$ cat src/qse_pkg.sv
// ----------------------------------------------------------------------------
// qse_pkg
// shared data width, data type and default element count of the quicksort engine
// ----------------------------------------------------------------------------
package qse_pkg;

  localparam int unsigned DataW              = 32;
  localparam int unsigned MaxElementsDefault = 64;

  typedef logic signed [DataW-1:0] qse_data_t;

endpackage

$ cat src/qse_store.sv
// ----------------------------------------------------------------------------
// qse_store
// element memory, one write and one registered read per cycle
// ----------------------------------------------------------------------------
module qse_store
  import qse_pkg::*;
#(
  parameter int unsigned Depth = MaxElementsDefault,
  parameter int unsigned AddrW = $clog2(Depth)
) (
  input  logic             clk_i,
  input  logic             we_i,
  input  logic [AddrW-1:0] waddr_i,
  input  qse_data_t        wdata_i,
  input  logic [AddrW-1:0] raddr_i,
  output qse_data_t        rdata_o
);

  qse_data_t mem [Depth];
  qse_data_t rdata_q;

  always_ff @(posedge clk_i) begin
    if (we_i) begin
      mem[waddr_i] <= wdata_i;
    end
    rdata_q <= mem[raddr_i];
  end

  assign rdata_o = rdata_q;

endmodule

$ cat config.mk
export PLATFORM = sky130hd
export DESIGN_NAME = qse_store
export DESIGN_NICKNAME = d
export VERILOG_FILES = /design/src/qse_pkg.sv /design/src/qse_store.sv
export SDC_FILE = /design/constraint.sdc
export NUM_CORES = 2
export LEC_CHECK = 0
export BUFFER_PORTS_ARGS = -buffer_cell sky130_fd_sc_hd__buf_2
export CORE_AREA = 2 2 369 462
export CTS_BUF_LIST = sky130_fd_sc_hd__clkbuf_4 sky130_fd_sc_hd__clkbuf_8
export DETAILED_ROUTE_END_ITERATION = 12
export DIE_AREA = 0 0 371 464
export PLACE_DENSITY = 0.73
export SLEW_MARGIN = 20
export SYNTH_ARGS = -nofsm -noshare
export SYNTH_HDL_FRONTEND = slang
export SYNTH_SLANG_ARGS = --single-unit
$ cat constraint.sdc
create_clock -name clk_i -period 4.1 [get_ports clk_i]
set_input_delay 0.41 -clock clk_i [delete_from_list [all_inputs] [get_ports clk_i]]
set_output_delay 0.41 -clock clk_i [all_outputs]
set_load 0.05 [all_outputs]
==> run summary <==
CTS tree - yes
period utilization - 0.627
GPL Wtd Cong - 0.775
CTS Root Cell - clkbuf_8
CTS Buf Count - 314
final hold violations - 0
total gr overflow - 0
Power Density - 473 nW/um^2
Tmin final - 2570 ps
die area - 172,000 sq um
CP max-delay cell - o22ai_1
startpoint types - primary input
crit path kind - primary input to flip-flop
Filler Cell Count - 12,198
hpwl dp - 109,000 um
Setup violations, final - 0
Seq/Total Area, Yosys - 0.791
via/cell ratio - 6.15
initial antenna violation count - 26
Slew Viols, Final - 0
CTS resizes - 0
die height - 464 um
layout cell share with drive strength beyond 1 - 0.343
die span in x - 371 um
Max Cap Violations - 0
placed cell count - 5,607
VDD IR-drop max - 336 uV
CP Cell Sequence - buf_8 > buf_4 > mux4_2 > mux4_2 > o22ai_1 > nor2_1
drt total wl - 196,000 um
port buffer count - 77
fin nets - 3,784
synthesized flop and latch total - 2,080
outcome - complete, no violations
slew margin rel. - 0.260
Finished Layout Cells - 6,169
Max clock buf depth - 4
Cell Area, Synth - 78,500 sq um
initial core utilization - 0.469
static leakage - 28.0 nW
GR Util All Layers - 0.229
crit path DAT - 3450 ps
Vias - 37,952
core region area - 168,000 sq um
CTS Hold Bufs - 7
clk_skew - 73.0 ps
largest net degree at the start of global routing - 66
DRC - 0
setup TNS - 0 ps
Tot Pwr - 42.2 mW
Avg Cell Area, Syn - 23.6 sq um
antenna viol nets, final - 0
Hold Path Class - primary input to flip-flop
initial DRC count - 5,623
vias in the first global route - 38,616
slowest stage delay, CP - 790 ps
CTS sink cnt - 2,080
H-tree depth - 5
Cell variety after synth - 34
CP most frequent cell - mux4_2
upper clock frequency limit - 389 MHz
Critical Path RT - 4980 ps
drt first pass iters - 6
P&R area growth vs syn - 13.7%
Post-CTS Setup Inserts - 0
hold_ws - 17.9 ps
first-pass GRT wire length - 278,000 um
Worst-Skew Late Latency - 1040 ps
Avg WL per Cell - 31.7 um
CP max FO - 53
syn_nets - 3,370
unrepaired setup endpoints after global routing - no
Synth Instances - 3,324
clk slew on worst S/H paths - 60 ps
Slew @ Worst Pin - 1110 ps
Warnings, synthesis - 0
CP endpoint kind - flip-flop
# rows - 168
Ports - 78
==> synth_stat cells <==
cell type,instances,area share
nor2b_1,15,0.0012
clkbuf_1,74,0.0035
o32ai_1,4,0.00045
mux2i_1,93,0.012
buf_2,57,0.0036
nor2_1,137,0.0065
a21oi_1,62,0.0040
buf_4,25,0.0024
or2_0,1,0.000080
mux4_2,544,0.16
o221ai_1,27,0.0030
nand4_1,2,0.00016
a41o_1,4,0.00051
or3b_2,3,0.00033
or2_1,1,0.000080
nand3_1,5,0.00032
nand3b_1,5,0.00048
or3b_1,2,0.00022
or2_2,1,0.000080
and3_1,4,0.00032
nand4b_1,1,0.00011
a22oi_1,12,0.0011
buf_6,5,0.00072
or3_1,3,0.00024
nand2b_1,8,0.00064
a311oi_1,8,0.00089
nor3_1,7,0.00045
nand2_1,26,0.0012
o22ai_1,84,0.0067
buf_1,21,0.0010
and2_1,2,0.00016
dfxtp_1,32,0.0082
a31oi_1,1,0.000080
edfxtp_1,2048,0.78
==> final timing paths <==
| path | depth (start not counted) | slack (ps) | end | startpoint |
|---|---|---|---|---|
| max | 6 | 1530 | rdata_o[22]$_DFF_P_ | raddr_i[0] |
| min | 1 | 20 | mem[17][2]$_DFFE_PP_ | wdata_i[2] |
| max reg2reg | 4 | 1690 | rdata_o[22]$_DFF_P_ | mem[9][22]$_DFFE_PP_ |
| min reg2reg | 4 | 730 | rdata_o[20]$_DFF_P_ | mem[12][20]$_DFFE_PP_ |
==> sequential cells by signal, summed over array words and instances, names as in the netlist <==
| name | flops |
|---|---|
| mem | 2048 |
| rdata_o | 32 |
==> kinds of logic after synthesis <==
group,Yosys count,share of synthesized area
AND/OR/NAND/NOR,223,0.0127
buffers and inverters,182,0.0113
multiplexers,637,0.168
flip-flops,2080,0.791
AO/OA/AOI/OAI,202,0.0167
==> per-stage QoR <==
stage	utilization	instance area [sq um]	setup slack [ps]
2_1_floorplan	-	78500	530
3_3_place_gp	0.496	83000	351
6_report	0.533	89300	1530
4_1_cts	0.531	89000	1480
3_5_place_dp	0.496	83000	341
5_1_grt	0.533	89300	1550
==> worst max-delay path, delay by kind of cell <==
kind,cells,cell delay [ps]
AO/OA/AOI/OAI,1,790
AND/OR/NAND/NOR,1,120
multiplexers,2,1050
buffers and inverters,2,1020
==> area by class of cell <==
type / count / area [sq um] / share of cell area
multi-input cells: 1062 / 16000 / 0.179
clock buffers: 458 / 5550 / 0.0621
repair buffers: 280 / 2450 / 0.0275
clock inverters: 71 / 375 / 0.00420
well taps: 2210 / 2770 / 0.0310
diodes: 8 / 20.0 / 0.000224
flip-flops and latches: 2080 / 62100 / 0.696
==> where the power goes <==
| part | total [mW] | internal [mW] | switching, mW |
|---|---|---|---|
| sequential | 23.7 | 23.5 | 0.107 |
| clock | 16.3 | 8.75 | 7.50 |
| combinational | 2.30 | 0.839 | 1.46 |
| total | 42.2 | 33.1 | 9.07 |
==> routing by layer <==
metal / share of wire / GRT usage / vias to the layer above / routed length [um]
li1: - / - / 15109 / -
met1: 0.36 / 0.302 / 20171 / 70100
met2: 0.50 / 0.374 / 2268 / 97800
met3: 0.11 / 0.0567 / 384 / 21600
met4: 0.032 / 0.0770 / 20 / 6260
met5: 0.00064 / 0 / - / 126
==> layout by cell type, fill, tap and decap left out, types with 62 or more instances in the layout <==
cell      instances
mux2i_1          93
a21oi_1          62
clkbuf_4        121
nor2_1           75
o22ai_1          84
edfxtp_1       2048
buf_4           161
nor2_4           62
mux4_2          544
clkbuf_8        337
(Power assumes the default switching activity.)
